### config.mk
export PLATFORM = sky130hd
export DESIGN_NAME = peer_rate_limiter_with_alarm
export DESIGN_NICKNAME = d
export VERILOG_FILES = /design/src/rtl/prl_pkg.sv /design/src/rtl/prl_ctrl.sv /design/src/rtl/prl_dp.sv /design/src/rtl/peer_rate_limiter_with_alarm.sv
export SDC_FILE = /design/constraint.sdc
export NUM_CORES = 1
export LEC_CHECK = 0
export ABC_AREA = 1
export BUFFER_PORTS_ARGS = -buffer_cell sky130_fd_sc_hd__buf_2
export CAP_MARGIN = 5
export CORE_AREA = 2 2 218 166
export DETAILED_ROUTE_END_ITERATION = 10
export DIE_AREA = 0 0 220 168
export PLACE_DENSITY = 0.7
export SLEW_MARGIN = 40
export SYNTH_ARGS = -nofsm -noshare
export SYNTH_HDL_FRONTEND = slang
export SYNTH_SLANG_ARGS = --single-unit
### constraint.sdc
create_clock -name clk -period 6.1 [get_ports clk]
set_input_delay 1.22 -clock clk [delete_from_list [all_inputs] [get_ports clk]]
set_output_delay 1.22 -clock clk [all_outputs]
set_load 0.02 [all_outputs]
### src/rtl/prl_pkg.sv
// Package: constants, codes and control types of the peer rate limiter.
`timescale 1ns / 1ps
`default_nettype none

package prl_pkg;

	localparam int PEERS_DEF       = 4;
	localparam int SLOTS_DEF       = 4;
	localparam int COUNT_WIDTH_DEF = 24;

	localparam int LIMIT_W      = 16;
	localparam int LIMIT_REGS   = 4;
	localparam int CFG_DATA_W   = 16;
	localparam int CFG_IDX_W    = 3;
	localparam int MASK_W       = 4;
	localparam int PEER_FIELD_W = 4;
	localparam int OUT_CNT_W    = 24;
	localparam int SLOT_FIELD_W = 2;

	// register indexes
	localparam logic [CFG_IDX_W-1:0] REG_LIMIT0    = 3'd0;
	localparam logic [CFG_IDX_W-1:0] REG_LIMIT1    = 3'd1;
	localparam logic [CFG_IDX_W-1:0] REG_LIMIT2    = 3'd2;
	localparam logic [CFG_IDX_W-1:0] REG_LIMIT3    = 3'd3;
	localparam logic [CFG_IDX_W-1:0] REG_USED_MASK = 3'd4;
	localparam logic [CFG_IDX_W-1:0] REG_ALARM_EN  = 3'd5;

	localparam logic MODE_REQ  = 1'b0;
	localparam logic MODE_TICK = 1'b1;

	localparam logic KIND_VERDICT  = 1'b0;
	localparam logic KIND_SNAPSHOT = 1'b1;

	localparam logic [1:0] VERDICT_PASS    = 2'd0;
	localparam logic [1:0] VERDICT_DROP    = 2'd1;
	localparam logic [1:0] VERDICT_INVALID = 2'd2;

	localparam logic [1:0] ALARM_NONE    = 2'd0;
	localparam logic [1:0] ALARM_RAISED  = 2'd1;
	localparam logic [1:0] ALARM_CLEARED = 2'd2;

	// controller to datapath commands
	typedef struct packed {
		logic req;        // evaluate request beat and load verdict
		logic snap;       // load snapshot of the indexed peer, clear its counters
		logic snap_last;  // final snapshot of the tick: advance slot
	} prl_cmd_t;

endpackage

`default_nettype wire

### src/rtl/prl_ctrl.sv
// Controller: input/output handshake, tick sequencing and output valid.
`timescale 1ns / 1ps
`default_nettype none

module prl_ctrl #(
	parameter int PEERS = prl_pkg::PEERS_DEF,
	parameter int PEER_W = 2
) (
	input  wire logic              clk,
	input  wire logic              arst_n,
	input  wire logic              in_valid,
	output logic                   in_stall,
	input  wire logic              mode,
	output logic                   out_valid,
	input  wire logic              out_stall,
	output prl_pkg::prl_cmd_t      cmd,
	output logic [PEER_W-1:0]      tick_idx
);
	import prl_pkg::*;

	typedef enum logic {
		S_IDLE,
		S_TICK
	} state_t;

	state_t              state_q;
	logic [PEER_W-1:0]   tick_idx_q;
	logic                out_valid_q;
	logic                out_free;
	logic                accept;

	// output register can take a beat when empty or being drained this cycle
	assign out_free = !out_valid_q || !out_stall;
	assign in_stall = !((state_q == S_IDLE) && out_free);
	assign accept   = in_valid && !in_stall;

	assign cmd.req       = accept && (mode == MODE_REQ);
	assign cmd.snap      = (state_q == S_TICK) && out_free;
	assign cmd.snap_last = (tick_idx_q == PEER_W'(PEERS - 1));

	assign out_valid = out_valid_q;
	assign tick_idx  = tick_idx_q;

	always_ff @(posedge clk or negedge arst_n) begin
		if (!arst_n) begin
			state_q     <= S_IDLE;
			tick_idx_q  <= '0;
			out_valid_q <= 1'b0;
		end else begin
			if (cmd.req || cmd.snap) begin
				out_valid_q <= 1'b1;
			end else if (!out_stall) begin
				out_valid_q <= 1'b0;
			end
			unique case (state_q)
				S_IDLE: begin
					if (accept && (mode == MODE_TICK)) begin
						state_q    <= S_TICK;
						tick_idx_q <= '0;
					end
				end
				S_TICK: begin
					if (cmd.snap) begin
						if (cmd.snap_last) begin
							state_q <= S_IDLE;
						end else begin
							tick_idx_q <= PEER_W'(tick_idx_q + 1'b1);
						end
					end
				end
				default: begin
					state_q <= S_IDLE;
				end
			endcase
		end
	end

endmodule

`default_nettype wire

### src/rtl/prl_dp.sv
// Datapath: configuration registers, per-peer counters and flags, output register.
`timescale 1ns / 1ps
`default_nettype none

module prl_dp #(
	parameter int PEERS = prl_pkg::PEERS_DEF,
	parameter int SLOTS = prl_pkg::SLOTS_DEF,
	parameter int COUNT_WIDTH = prl_pkg::COUNT_WIDTH_DEF,
	parameter int PEER_W = 2
) (
	input  wire logic                               clk,
	input  wire logic                               arst_n,
	input  wire logic                               wr_en,
	input  wire logic [prl_pkg::CFG_IDX_W-1:0]      wr_index,
	input  wire logic [prl_pkg::CFG_DATA_W-1:0]     wr_data,
	input  wire prl_pkg::prl_cmd_t                  cmd,
	input  wire logic [PEER_W-1:0]                  tick_idx,
	input  wire logic [prl_pkg::PEER_FIELD_W-1:0]   peer_index,
	output logic                                    kind,
	output logic [1:0]                              verdict,
	output logic [1:0]                              alarm_change,
	output logic [prl_pkg::PEER_FIELD_W-1:0]        peer,
	output logic [prl_pkg::OUT_CNT_W-1:0]           accepted_count,
	output logic [prl_pkg::OUT_CNT_W-1:0]           dropped_count,
	output logic [prl_pkg::SLOT_FIELD_W-1:0]        window_slot,
	output logic                                    last_of_run
);
	import prl_pkg::*;

	localparam int SLOT_W = $clog2(SLOTS);
	localparam int CMP_W  = (COUNT_WIDTH > LIMIT_W) ? COUNT_WIDTH : LIMIT_W;
	localparam logic [COUNT_WIDTH-1:0] CNT_MAX = '1;

	logic [LIMIT_W-1:0]      limit_q [LIMIT_REGS];
	logic [MASK_W-1:0]       used_mask_q;
	logic                    alarm_en_q;

	logic [COUNT_WIDTH-1:0]  acc_q [PEERS];
	logic [COUNT_WIDTH-1:0]  drp_q [PEERS];
	logic [PEERS-1:0]        flag_q;
	logic [SLOT_W-1:0]       slot_q;

	logic                    kind_q;
	logic [1:0]              verdict_q;
	logic [1:0]              change_q;
	logic [PEER_FIELD_W-1:0] peer_q;
	logic [OUT_CNT_W-1:0]    acc_out_q;
	logic [OUT_CNT_W-1:0]    drp_out_q;
	logic [SLOT_FIELD_W-1:0] slot_out_q;
	logic                    last_q;

	logic [PEER_W-1:0]       rd_idx;
	logic [COUNT_WIDTH-1:0]  acc_rd;
	logic [COUNT_WIDTH-1:0]  drp_rd;
	logic                    flag_rd;
	logic [LIMIT_W-1:0]      lim;
	logic                    peer_ok;
	logic                    over;
	logic                    snap_used;
	logic [1:0]              req_verdict;
	logic [1:0]              req_change;

	// one counter port, shared by requests and tick snapshots
	assign rd_idx  = cmd.req ? peer_index[PEER_W-1:0] : tick_idx;
	assign acc_rd  = acc_q[rd_idx];
	assign drp_rd  = drp_q[rd_idx];
	assign flag_rd = flag_q[rd_idx];

	assign lim     = limit_q[peer_index[1:0]];
	assign peer_ok = (peer_index < PEER_FIELD_W'(PEERS));
	assign over    = (lim != '0) && (CMP_W'(acc_rd) >= CMP_W'(lim));

	assign snap_used = used_mask_q[2'(tick_idx)];

	always_comb begin
		req_change = ALARM_NONE;
		if (!peer_ok) begin
			req_verdict = VERDICT_INVALID;
		end else if (over) begin
			req_verdict = VERDICT_DROP;
			if (!flag_rd && alarm_en_q) begin
				req_change = ALARM_RAISED;
			end
		end else begin
			req_verdict = VERDICT_PASS;
			if (flag_rd && alarm_en_q) begin
				req_change = ALARM_CLEARED;
			end
		end
	end

	always_ff @(posedge clk or negedge arst_n) begin
		if (!arst_n) begin
			for (int i = 0; i < LIMIT_REGS; i++) begin
				limit_q[i] <= '0;
			end
			used_mask_q <= '0;
			alarm_en_q  <= 1'b0;
		end else if (wr_en) begin
			unique case (wr_index)
				REG_LIMIT0:    limit_q[0] <= wr_data[LIMIT_W-1:0];
				REG_LIMIT1:    limit_q[1] <= wr_data[LIMIT_W-1:0];
				REG_LIMIT2:    limit_q[2] <= wr_data[LIMIT_W-1:0];
				REG_LIMIT3:    limit_q[3] <= wr_data[LIMIT_W-1:0];
				REG_USED_MASK: used_mask_q <= wr_data[MASK_W-1:0];
				REG_ALARM_EN:  alarm_en_q <= wr_data[0];
				default: begin
				end
			endcase
		end
	end

	always_ff @(posedge clk or negedge arst_n) begin
		if (!arst_n) begin
			for (int i = 0; i < PEERS; i++) begin
				acc_q[i] <= '0;
				drp_q[i] <= '0;
			end
			flag_q <= '0;
			slot_q <= '0;
		end else begin
			if (cmd.req && peer_ok) begin
				if (over) begin
					drp_q[rd_idx]  <= (drp_rd == CNT_MAX) ? drp_rd
						: COUNT_WIDTH'(drp_rd + 1'b1);
					flag_q[rd_idx] <= 1'b1;
				end else begin
					acc_q[rd_idx]  <= (acc_rd == CNT_MAX) ? acc_rd
						: COUNT_WIDTH'(acc_rd + 1'b1);
					flag_q[rd_idx] <= 1'b0;
				end
			end
			if (cmd.snap) begin
				acc_q[rd_idx] <= '0;
				drp_q[rd_idx] <= '0;
				if (cmd.snap_last) begin
					slot_q <= (slot_q == SLOT_W'(SLOTS - 1)) ? '0
						: SLOT_W'(slot_q + 1'b1);
				end
			end
		end
	end

	// output register: payload only, valid lives in the controller
	always_ff @(posedge clk) begin
		if (cmd.req) begin
			kind_q     <= KIND_VERDICT;
			verdict_q  <= req_verdict;
			change_q   <= req_change;
			peer_q     <= peer_index;
			acc_out_q  <= '0;
			drp_out_q  <= '0;
			slot_out_q <= SLOT_FIELD_W'(slot_q);
			last_q     <= 1'b1;
		end else if (cmd.snap) begin
			kind_q     <= KIND_SNAPSHOT;
			verdict_q  <= VERDICT_PASS;
			change_q   <= ALARM_NONE;
			peer_q     <= PEER_FIELD_W'(tick_idx);
			acc_out_q  <= snap_used ? OUT_CNT_W'(acc_rd) : '0;
			drp_out_q  <= snap_used ? OUT_CNT_W'(drp_rd) : '0;
			slot_out_q <= SLOT_FIELD_W'(slot_q);
			last_q     <= cmd.snap_last;
		end
	end

	assign kind           = kind_q;
	assign verdict        = verdict_q;
	assign alarm_change   = change_q;
	assign peer           = peer_q;
	assign accepted_count = acc_out_q;
	assign dropped_count  = drp_out_q;
	assign window_slot    = slot_out_q;
	assign last_of_run    = last_q;

endmodule

`default_nettype wire

### src/rtl/peer_rate_limiter_with_alarm.sv
// Per-peer fixed-window rate limiter with overload alarm reporting: top level.
//
// A request beat (mode 0) is judged in the cycle it is accepted: one read-modify-write
// of the peer's counters, and the verdict lands in the output register, so requests
// flow at one per cycle while the result side keeps up. A tick beat (mode 1) is
// accepted, then yields one snapshot per peer, each passing through
// the single output register and the shared counter port; input stalls meanwhile.
// Counters, flags and slot number are cleared by reset directly; there is no
// clearing pass. Write configuration only while the block is idle.
`timescale 1ns / 1ps
`default_nettype none

module peer_rate_limiter_with_alarm #(
	parameter int PEERS = prl_pkg::PEERS_DEF,
	parameter int SLOTS = prl_pkg::SLOTS_DEF,
	parameter int COUNT_WIDTH = prl_pkg::COUNT_WIDTH_DEF
) (
	input  wire logic                               clk,
	input  wire logic                               arst_n,
	input  wire logic                               wr_en,
	input  wire logic [prl_pkg::CFG_IDX_W-1:0]      wr_index,
	input  wire logic [prl_pkg::CFG_DATA_W-1:0]     wr_data,
	input  wire logic                               in_valid,
	output logic                                    in_stall,
	input  wire logic                               mode,
	input  wire logic [prl_pkg::PEER_FIELD_W-1:0]   peer_index,
	output logic                                    out_valid,
	input  wire logic                               out_stall,
	output logic                                    kind,
	output logic [1:0]                              verdict,
	output logic [1:0]                              alarm_change,
	output logic [prl_pkg::PEER_FIELD_W-1:0]        peer,
	output logic [prl_pkg::OUT_CNT_W-1:0]           accepted_count,
	output logic [prl_pkg::OUT_CNT_W-1:0]           dropped_count,
	output logic [prl_pkg::SLOT_FIELD_W-1:0]        window_slot,
	output logic                                    last_of_run
);
	import prl_pkg::*;

	localparam int PEER_W = (PEERS > 1) ? $clog2(PEERS) : 1;

	prl_cmd_t          cmd;
	logic [PEER_W-1:0] tick_idx;

	prl_ctrl #(
		.PEERS (PEERS),
		.PEER_W(PEER_W)
	) u_ctrl (
		.clk      (clk),
		.arst_n   (arst_n),
		.in_valid (in_valid),
		.in_stall (in_stall),
		.mode     (mode),
		.out_valid(out_valid),
		.out_stall(out_stall),
		.cmd      (cmd),
		.tick_idx (tick_idx)
	);

	prl_dp #(
		.PEERS      (PEERS),
		.SLOTS      (SLOTS),
		.COUNT_WIDTH(COUNT_WIDTH),
		.PEER_W     (PEER_W)
	) u_dp (
		.clk           (clk),
		.arst_n        (arst_n),
		.wr_en         (wr_en),
		.wr_index      (wr_index),
		.wr_data       (wr_data),
		.cmd           (cmd),
		.tick_idx      (tick_idx),
		.peer_index    (peer_index),
		.kind          (kind),
		.verdict       (verdict),
		.alarm_change  (alarm_change),
		.peer          (peer),
		.accepted_count(accepted_count),
		.dropped_count (dropped_count),
		.window_slot   (window_slot),
		.last_of_run   (last_of_run)
	);

endmodule

`default_nettype wire

# Yosys cells after proc, flatten, opt, wreduce, memory -nomap -nowiden
# Cells that the tools add are included.
[classes]
add_sub_neg = 4
n_reduce_logical = 28
eq_ne = 13
mux = 55
n_bitwise = 10
n_lt_le_gt_ge = 8
[ops]
columns = ["operator", "n"]
rows = [
  ["$mux 96", 6],
  ["$mux 24", 9],
  ["$and 96x96->96", 2],
  ["$bwmux 96", 2],
  ["$bmux 24 s2", 2],
  ["$not 96->96", 1],
  ["$add 24x1->24 const B", 2],
  ["$demux 24 s2", 1],
  ["$eq 24x24->1 const B", 2],
  ["$bmux 16 s2", 1],
  ["$mux 16", 2],
  ["$mux 2", 14],
  ["$ge 24x16->1", 1],
  ["$reduce_bool 16->1", 1],
  ["$reduce_and 2->1", 7],
  ["$mux 4", 3],
  ["$logic_and 1x1->1", 11],
  ["$mux 1", 10],
  ["$eq 3x2->1 const B", 2],
  ["$eq 3x3->1 const B", 2],
  ["$ge 3x3->1 const B", 2],
  ["$lt 2x3->1 const B", 2],
  ["$not 2->3", 2],
  ["$add 2x1->2 const B", 2],
  ["20 further kinds", 29],
]
[word_totals]
regBits = 331
wordCells = 145
output_inout_bits = 62

# Logic depth before layout (Yosys ltp)
# Gate-level depths: netlist of the first run.
[depth]
word_depth = 17
ltp_mapped = 34

# By module
# From an unflattened synthesis of the first run, not the netlist that was laid out.
[hier_totals]
cells_unflattened = 2638
hier_area_um2 = 18257.5
[modules_own_cells]
columns = ["mod", "n_inst", "seq_area_each_um2", "area_per_inst_um2", "cells_per_inst"]
rows = [
  ["prl_dp", 1, 7982.7, 18028.5, 2607],
  ["prl_ctrl", 1, 100.1, 229.0, 31],
]

# Worst setup path before layout of the first run
# OpenSTA, ideal clock, no wires.
[synth_path]
kind = "input-to-reg"
startpoint = "in out_stall"
endpoint = "reg u_dp.acc_q[0] (netlist name)"
setup_slack_ns = 1.949
t_required_ns = 5.982
path_stages = 25
setup_time_ns = 0.118
arrival_time_ns = 4.033
path_cell_list = "nand2_2 > nand4_2 > nand2_1 > buf_2 > clkbuf_1 > nand3_1 > nand2_1 > nand2_1 > nand2_1 > inv_1 > ha_1 > a21oi_1 > o21ai_0 > nand2_1 > o211ai_1 > nor2_1 > nand2_1 > nor2_1 > nand2_2 > nand2_2 > nand2_1 > buf_2 > buf_4 > a21oi_1 > nor2_1"
[synth_via]
elab_chain_len = 17
elab_cells_between_ends = 28
[synth_rtl]
columns = ["item", "line", "text"]
rows = [
  ["start, declared", "peer_rate_limiter_with_alarm.sv:28", "input wire logic out_stall,"],
  ["$logic_not 1->1 *", "prl_ctrl.sv:33", "assign out_free = !out_valid_q || !out_stall;"],
  ["$logic_or 1x1->1 *", "prl_ctrl.sv:33", ""],
  ["$logic_and 1x1->1", "prl_ctrl.sv:34", "assign in_stall = !((state_q == S_IDLE) && out_free);"],
  ["$logic_and 1x1->1", "prl_ctrl.sv:35", "assign accept = in_valid && !in_stall;"],
  ["$logic_and 1x1->1", "prl_ctrl.sv:37", "assign cmd.req = accept && (mode == MODE_REQ);"],
  ["$mux 2", "prl_dp.sv:64", "assign rd_idx = cmd.req ? peer_index[PEER_W-1:0] : tick_idx;"],
  ["$not 2->3", "prl_dp.sv:65, prl_dp.sv:128, prl_dp.sv:134", ""],
  ["$bmux 24 s2", "prl_dp.sv:65", "assign acc_rd = acc_q[rd_idx];"],
  ["$mux 24 (implied by the code) (2 in a row)", "prl_dp.sv:65", ""],
  ["$add 24x1->24 / $eq 24x24->1 (equally long branches)", "prl_dp.sv:129, prl_dp.sv:128", ""],
  ["$mux 24", "prl_dp.sv:128", "acc_q[rd_idx] <= (acc_rd == CNT_MAX) ? acc_rd"],
  ["$bwmux 96", "prl_dp.sv:128", ""],
  ["$mux 96", "prl_dp.sv:123", "if (over) begin"],
  ["$mux 96", "prl_dp.sv:122", "if (cmd.req && peer_ok) begin"],
  ["$and 96x96->96 (no source line)", "--", ""],
  ["$mux 96 *", "prl_dp.sv:133", "if (cmd.snap) begin"],
  ["end signal, assigned by index", "prl_dp.sv:128", ""],
  ["end, declared", "prl_dp.sv:38", "logic [COUNT_WIDTH-1:0] acc_q [PEERS];"],
]
# Every way passes the cells marked *; elsewhere a longest branch is shown, timed or not. The select of a mux whose other input is x is not followed.
# A chain may end at the register's enable or synchronous reset.

# Worst setup path after layout of the first run
[layout_path]
startpoint = "in out_stall"
endpoint = "reg u_dp.acc_q[61] (netlist name)"
# Same word-level chain as after synthesis.

==> run metrics, run 1 <==
WHS=0.450 ns; Detailed Routing Iterations Pass 1=5; PwrDens=531 mW/mm²; RePlAce Congestion=0.886; library cells used by synthesis=39; syn nets=2,766; worst-case reg-to-reg path depth=21; status=finished clean; final slew viol count=0; Hold Path Stages=2; maximum fanout along the worst path=29; Max VDD drop=0.000246 V; Fin. Hold Viols=0; register area share after synthesis=44.4%; delay of the slowest critical-path stage=0.62 ns; DRT Wirelength=52,000 µm; CTS Buffer Depth=3; flops & latches, synth=331; Mapped Area=0.0182 mm²; WP buf/inv=5; root buf cell=clkbuf_16; crit-path most repeated cell=nand2_1; most frequent cells in the layout=nand2_1, nor2_1, inv_1; Setup TNS Final=0 ns; Layout Nets=2,806; Residual DRC=0; Max Clock Skew=0.0186 ns; leak pwr=11.5 nW; Slew HR=53.0%; Avg WL per Cell=16.0 µm; Reg2Reg Setup Slack=1.51 ns; Area contributors post-synth=dfrtp_1, nand2_1, nor2_1; largest area contributor in the netlist=dfrtp_1; WP data required=6.53 ns; critical path type=in2reg; # IOs=91; post-DP HPWL=34,300 µm; Hold Path Origin=u_dp.dropped_count[22]$_SDFFE_PN0P_; critical path launch point type=input pin; WP data arrival=5.42 ns; first-pass GRT wire length=84,500 µm; Fmax achieved=0.200 GHz; RSZ-0062 raised after global routing=false; num rows=60; Die X=220 µm; diode count=0; Core ar.=0.0351 mm²; class of the worst hold path=reg2reg; synthesized instance count=2,717; Worst R2R End=u_dp.acc_q[61]$_DFF_PN0_; Max Cap Violations=0; CP top delay family=simple AND/OR/NAND/NOR gates; Critical R2R Launch=u_ctrl.out_valid$_DFFE_PN0P_; Yosys Warn Count=0; CP endpoint kind=flop; largest net degree at the start of global routing=111; hold buffer count at cts=0; Final Critical Period=5.00 ns; clock buffer count from CTS=37; measured slew at the worst slew-check pin=0.703 ns; vias in the first global route=15,963; DRT iter0 DRCs=1,689; vias per inst=5.25; Synth top area share=37.2%; commonest non-fill, non-tap cell in the layout=nand2_1; Avg Inst Size Synth=6.70 µm²; die height=168 µm; clock slew at reported path FFs=0.06 ns; crit-path cells=buf_2, nand2_2, nand4_2, nand2_2, buf_4, nand3_1, nand2_1, nand2_1, nand2_1, inv_1, ha_1, nand2_1, nor4_1, buf_4, nand2_1, nand2_2, nand2_2, nand2_2, buf_12, nand2_1, nand2_1, nor2_1; antenna violations before repair=0; period utilization=82.0%; Layout Area Growth over Synthesis=11.2%; via count=17,053; # Post-CTS Setup Buffers=0; antenna-violating nets left=0; Tot GR Track Use=28.6%; Hold Crit Endpoint=u_dp.dropped_count[22]$_SDFFE_PN0P_; clock latency at the later pin of the worst-skew pair=0.54 ns; final-report setup violation count=0; PostCTS Resize Cnt=0; layout cell share with drive strength beyond 1=9.62%; Overflow after GRT=0; initial core utilization=51.8%; Clock Sinks=331; DIE AREA=0.0370 mm²; CTS tree=built; slowest CP cell=nor4_1; IO Port Bufs=90; H-Tree Depth=2
==> kinds of logic after synthesis <==
logic type,count (synthesis),share of synthesized area [%]
simple gates,1704,37.3
xor+xnor,11,0.529
compound gates,218,6.59
buf+inv,433,9.86
fa+ha+maj,20,1.37
flops,331,44.4
==> synthesized netlist by cell type <==
cell and count:
nand2_1 1092, nor2_1 423, inv_1 289, dfrtp_1 271, o21ai_0 132, nand3_1 105
a21oi_1 59, clkbuf_1 58, buf_2 50, dfxtp_1 50, nand2_2 37, nand4_1 28
ha_1 20, a32o_1 15, inv_2 14, buf_6 10, edfxtp_1 10, buf_4 9
xor2_1 9, nor2_2 6, nor2_4 4, nand3b_1 3, o21ai_1 3, buf_1 2
nand3_4 2, o21a_1 2, xnor2_1 2, a22oi_1 1, a31oi_1 1, a32oi_1 1
clkinv_1 1, nand4_2 1, nor3_1 1, nor3b_1 1, nor4_1 1, o211ai_1 1
o21ai_4 1, o221ai_1 1, o32ai_1 1
==> power breakdown <==
part	internal (mW)	switching, mW
combinational	1.49	3.85
sequential	2.86	0.260
clock	1.34	0.949
total	5.68	5.06
==> metal layers <==
metal | share of wire [%] | track usage, % | vias up
li1 | - | - | 8346
met1 | 47 | 42.7 | 8068
met2 | 44 | 43.3 | 570
met3 | 7.8 | 4.82 | 69
met4 | 1.7 | 6.86 | 0
met5 | 0 | 0 | -
==> registers in the layout (all words and copies together) (netlist names), named ones only <==
register             flops
u_ctrl.out_valid         1
u_dp.slot_q              2
u_dp.alarm_change        2
u_ctrl.tick_idx          2
u_dp.alarm_en_q          1
u_dp.acc_q              96
u_dp.used_mask_q         4
u_dp.window_slot         2
u_dp.dropped_count      24
u_dp.kind                1
u_ctrl.state_q           1
u_dp.drp_q              96
u_dp.last_of_run         1
u_dp.accepted_count     24
u_dp.limit_q            64
u_dp.peer                4
u_dp.verdict             2
==> layout make-up <==
cell class | count | area (µm²)
Clock buffer | 52 | 1080
Clock inverter | 15 | 153
Fill cell | 3282 | 14900
Inverter | 304 | 1140
Multi-Input combinational cell | 1953 | 8380
Sequential cell | 331 | 8080
Tap cell | 465 | 582
Timing Repair Buffer | 130 | 831
==> through the flow <==
stage                     setup WS [ns]  utilization [%]  cell area [µm²]  instances  total power, mW
after global routing              0.754             57.7            20300       3250             11.6
after CTS                          1.21             57.6            20300       3250             10.7
final                              1.10             57.7            20300       3250             10.7
after detailed placement          0.688             54.1            19000       3183             8.41
after floorplan                    1.95                -            18200       2717             6.79
after global placement            0.827             54.0            19000       3182             8.30
==> worst max path at each step <==
stage	slack (ns)	from	endpoint	cells past startpoint
6_report	1.10	out_stall	u_dp.acc_q[61]$_DFF_PN0_	22
5_1_grt	0.75	out_stall	u_dp.drp_q[24]$_DFF_PN0_	22
3_5_place_dp	0.69	out_stall	u_dp.acc_q[54]$_DFF_PN0_	22
4_1_cts	1.21	out_stall	u_dp.acc_q[70]$_DFF_PN0_	28
3_3_place_gp	0.83	out_stall	u_dp.acc_q[65]$_DFF_PN0_	22
2_1_floorplan	1.95	out_stall	u_dp.acc_q[0]$_DFF_PN0_	25
==> worst min-delay path, cell delays in order, from the launching register on <==
cell	delay (ns)
dfxtp_1	0.32
nand2_1	0.05
o21ai_0	0.05
Power figures use the tool's default switching activity.
==> inputs of run 2 (changes only) <==
--- a/config.mk
+++ b/config.mk
@@ -11,7 +11,7 @@
 export CORE_AREA = 2 2 218 166
 export DETAILED_ROUTE_END_ITERATION = 10
 export DIE_AREA = 0 0 220 168
-export PLACE_DENSITY = 0.7
+export PLACE_DENSITY = 0.73
 export SLEW_MARGIN = 40
 export SYNTH_ARGS = -nofsm -noshare
 export SYNTH_HDL_FRONTEND = slang
==> constraint.sdc (replaced) <==
create_clock -name clk -period 4.28 [get_ports clk]
set_input_delay 0.856 -clock clk [delete_from_list [all_inputs] [get_ports clk]]
set_output_delay 0.856 -clock clk [all_outputs]
set_load 0.02 [all_outputs]
==> run metrics, run 2 (synthesis results as in run 1) <==
CP endpoint kind=flop (unchanged); post-DP HPWL=35,000 µm (was 34,300 µm); Fmax achieved=0.249 GHz; area post-placement=0.0197 mm² (was 0.0190 mm²); antenna-violating nets left=0 (unchanged); Avg WL per Cell=15.6 µm (was 16.0 µm); Final Critical Period=4.02 ns; num rows=60 (unchanged); CTS Buffer Depth=3 (unchanged); Slew HR=46.9% (was 53.0%); CTS tree=built (unchanged); DRT Wirelength=51,800 µm (was 52,000 µm); measured slew at the worst slew-check pin=0.794 ns (was 0.703 ns); highest routed layer=met4 (unchanged); Detailed Routing Iterations Pass 1=6 (was 5); total power=15.5 mW (was 10.7 mW); H-Tree Depth=2 (unchanged); RePlAce Congestion=0.946 (was 0.886); PwrDens=744 mW/mm² (was 531 mW/mm²); Reg2Reg Setup Slack=0.29 ns (was 1.51 ns); die height=168 µm (unchanged); Layout Nets=2,875 (was 2,806); critical path type=in2reg (unchanged); initial core utilization=51.8% (unchanged); routed wl met2=22,800 µm (about the same); delay of the slowest critical-path stage=0.29 ns (was 0.62 ns); clock slew at reported path FFs=0.06 ns (about the same); Die X=220 µm (unchanged); clock latency at the later pin of the worst-skew pair=0.53 ns (was 0.54 ns); vias per inst=5.17 (was 5.25); antenna violations before repair=0 (unchanged); leak pwr=11.9 nW (was 11.5 nW); layout cell share with drive strength beyond 1=11.5% (was 9.62%); Critical R2R Launch=u_ctrl.out_valid$_DFFE_PN0P_ (unchanged); slowest CP cell=ha_1 (was nor4_1); crit-path most repeated cell=nand2_1 (unchanged); DR WL met3=4380 µm (was 4060 µm); Max VDD drop=0.000384 V (was 0.000246 V); final-report setup violation count=0 (unchanged); Metal-1 WL=23,700 µm (was 24,300 µm); final slew viol count=0 (unchanged); # IOs=91 (unchanged); DRT iter0 DRCs=1,757 (was 1,689); clock buffer count from CTS=36 (was 37); root buf cell=clkbuf_16 (unchanged); Max Clock Skew=0.0182 ns (was 0.0186 ns); diode count=0 (unchanged); IO Port Bufs=90 (unchanged); first-pass GRT wire length=85,700 µm (was 84,500 µm); critical path launch point type=input pin (unchanged); via count=17,136 (was 17,053); hold buffer count at cts=0 (unchanged); most frequent cells in the layout=nand2_1, nor2_1, inv_1 (unchanged); Top Registers=u_dp.acc_q: 96 flops, u_dp.drp_q: 96 flops, u_dp.limit_q: 64 flops (unchanged); DP Cell Count=3,253 (was 3,183); Final Cell Area=0.0208 mm² (was 0.0203 mm²); Setup TNS Final=0 ns (unchanged); vias in the first global route=16,452 (was 15,963); Residual DRC=0 (unchanged); largest net degree at the start of global routing=101 (was 111); Tot GR Track Use=28.8% (was 28.6%); period utilization=93.9%; Non-Filler Instances=3,317 (was 3,250); Overflow after GRT=0 (unchanged); class of the worst hold path=in2async (was reg2reg); Layout Area Growth over Synthesis=14.3% (was 11.2%); status=finished clean (unchanged); commonest non-fill, non-tap cell in the layout=nand2_1 (unchanged); Core ar.=0.0351 mm² (unchanged); RSZ-0062 raised after global routing=false (unchanged); Fin. Hold Viols=0 (unchanged); maximum fanout along the worst path=48 (was 29); Max Cap Violations=0 (unchanged); Clock Sinks=331 (unchanged); DIE AREA=0.0370 mm² (unchanged); WP data required=4.73 ns (was 6.53 ns); Worst R2R End=u_dp.acc_q[17]$_DFF_PN0_ (was u_dp.acc_q[61]$_DFF_PN0_); WP data arrival=4.47 ns (was 5.42 ns); worst-case reg-to-reg path depth=24 (was 21)
[run 2: changes by cell type in the layout (fill, tap and decap cells not counted), sizes merged]
| cell | delta |
|---|---|
| clkinvlp | -2 |
| buf | +70 |
| clkbuf | +2 |
| bufinv | -2 |
| clkinv | +1 |
| inv | -2 |
[run 2: routing by layer]
layer / global-route usage [%] / vias to the layer above
met2: 44.3 / 622
met5: 0 / -
met4: 7.53 / 0
met3: 5.31 / 79
met1: 42.1 / 7959
li1: - / 8476
[run 2: worst max path at each step]
stage	from	slack, ns	endpoint
floorplan	out_stall	0.49	u_dp.acc_q[0]$_DFF_PN0_
global placement	out_stall	-0.11	u_dp.drp_q[73]$_DFF_PN0_
detailed placement	out_stall	-0.23	u_dp.acc_q[17]$_DFF_PN0_
CTS	out_stall	0.29	u_dp.acc_q[17]$_DFF_PN0_
global route	out_stall	0.02	u_dp.acc_q[17]$_DFF_PN0_
finish	out_stall	0.26	u_dp.acc_q[17]$_DFF_PN0_
[run 2: worst max-delay path: cells and delay by family]
family | cells | cell delay (ns)
and+or+nand+nor | 14 | 1.61
buffers and inverters | 6 | 0.98
AOI/OAI and AO/OA | 4 | 0.63
adders and majority gates | 1 | 0.29
[run 2: power breakdown]
group | internal [mW] | leakage [nW] | switching (mW)
registers | 4.07 | 4.14 | 0.363
logic | 2.56 | 7.19 | 5.56
clock network | 1.65 | 0.534 | 1.28
[run 2: repair_timing]
action / in CTS / in global routing
endpoints found under the setup margin: 0 / 165
gates resized for setup: 0 / 5
setup buffers: 0 / 0
[run 2: through the flow]
step	worst slack [ns]	util, %	hold WS, ns
4_1_cts	0.288	59.2	0.192
2_1_floorplan	0.493	-	0.448
5_1_grt	0.0218	59.3	0.210
3_5_place_dp	-0.226	56.2	0.445
6_report	0.259	59.3	0.192
3_3_place_gp	-0.110	56.1	0.436
[run 2: layout make-up]
| class | count | area (µm²) |
|---|---|---|
| inverters | 304 | 1140 |
| well taps | 465 | 582 |
| clock buffers | 54 | 1020 |
| multi-input cells | 1953 | 8380 |
| repair buffers | 200 | 1560 |
| clock inverters | 10 | 53.8 |
| fillers | 3313 | 14300 |
| flip-flops and latches | 331 | 8080 |
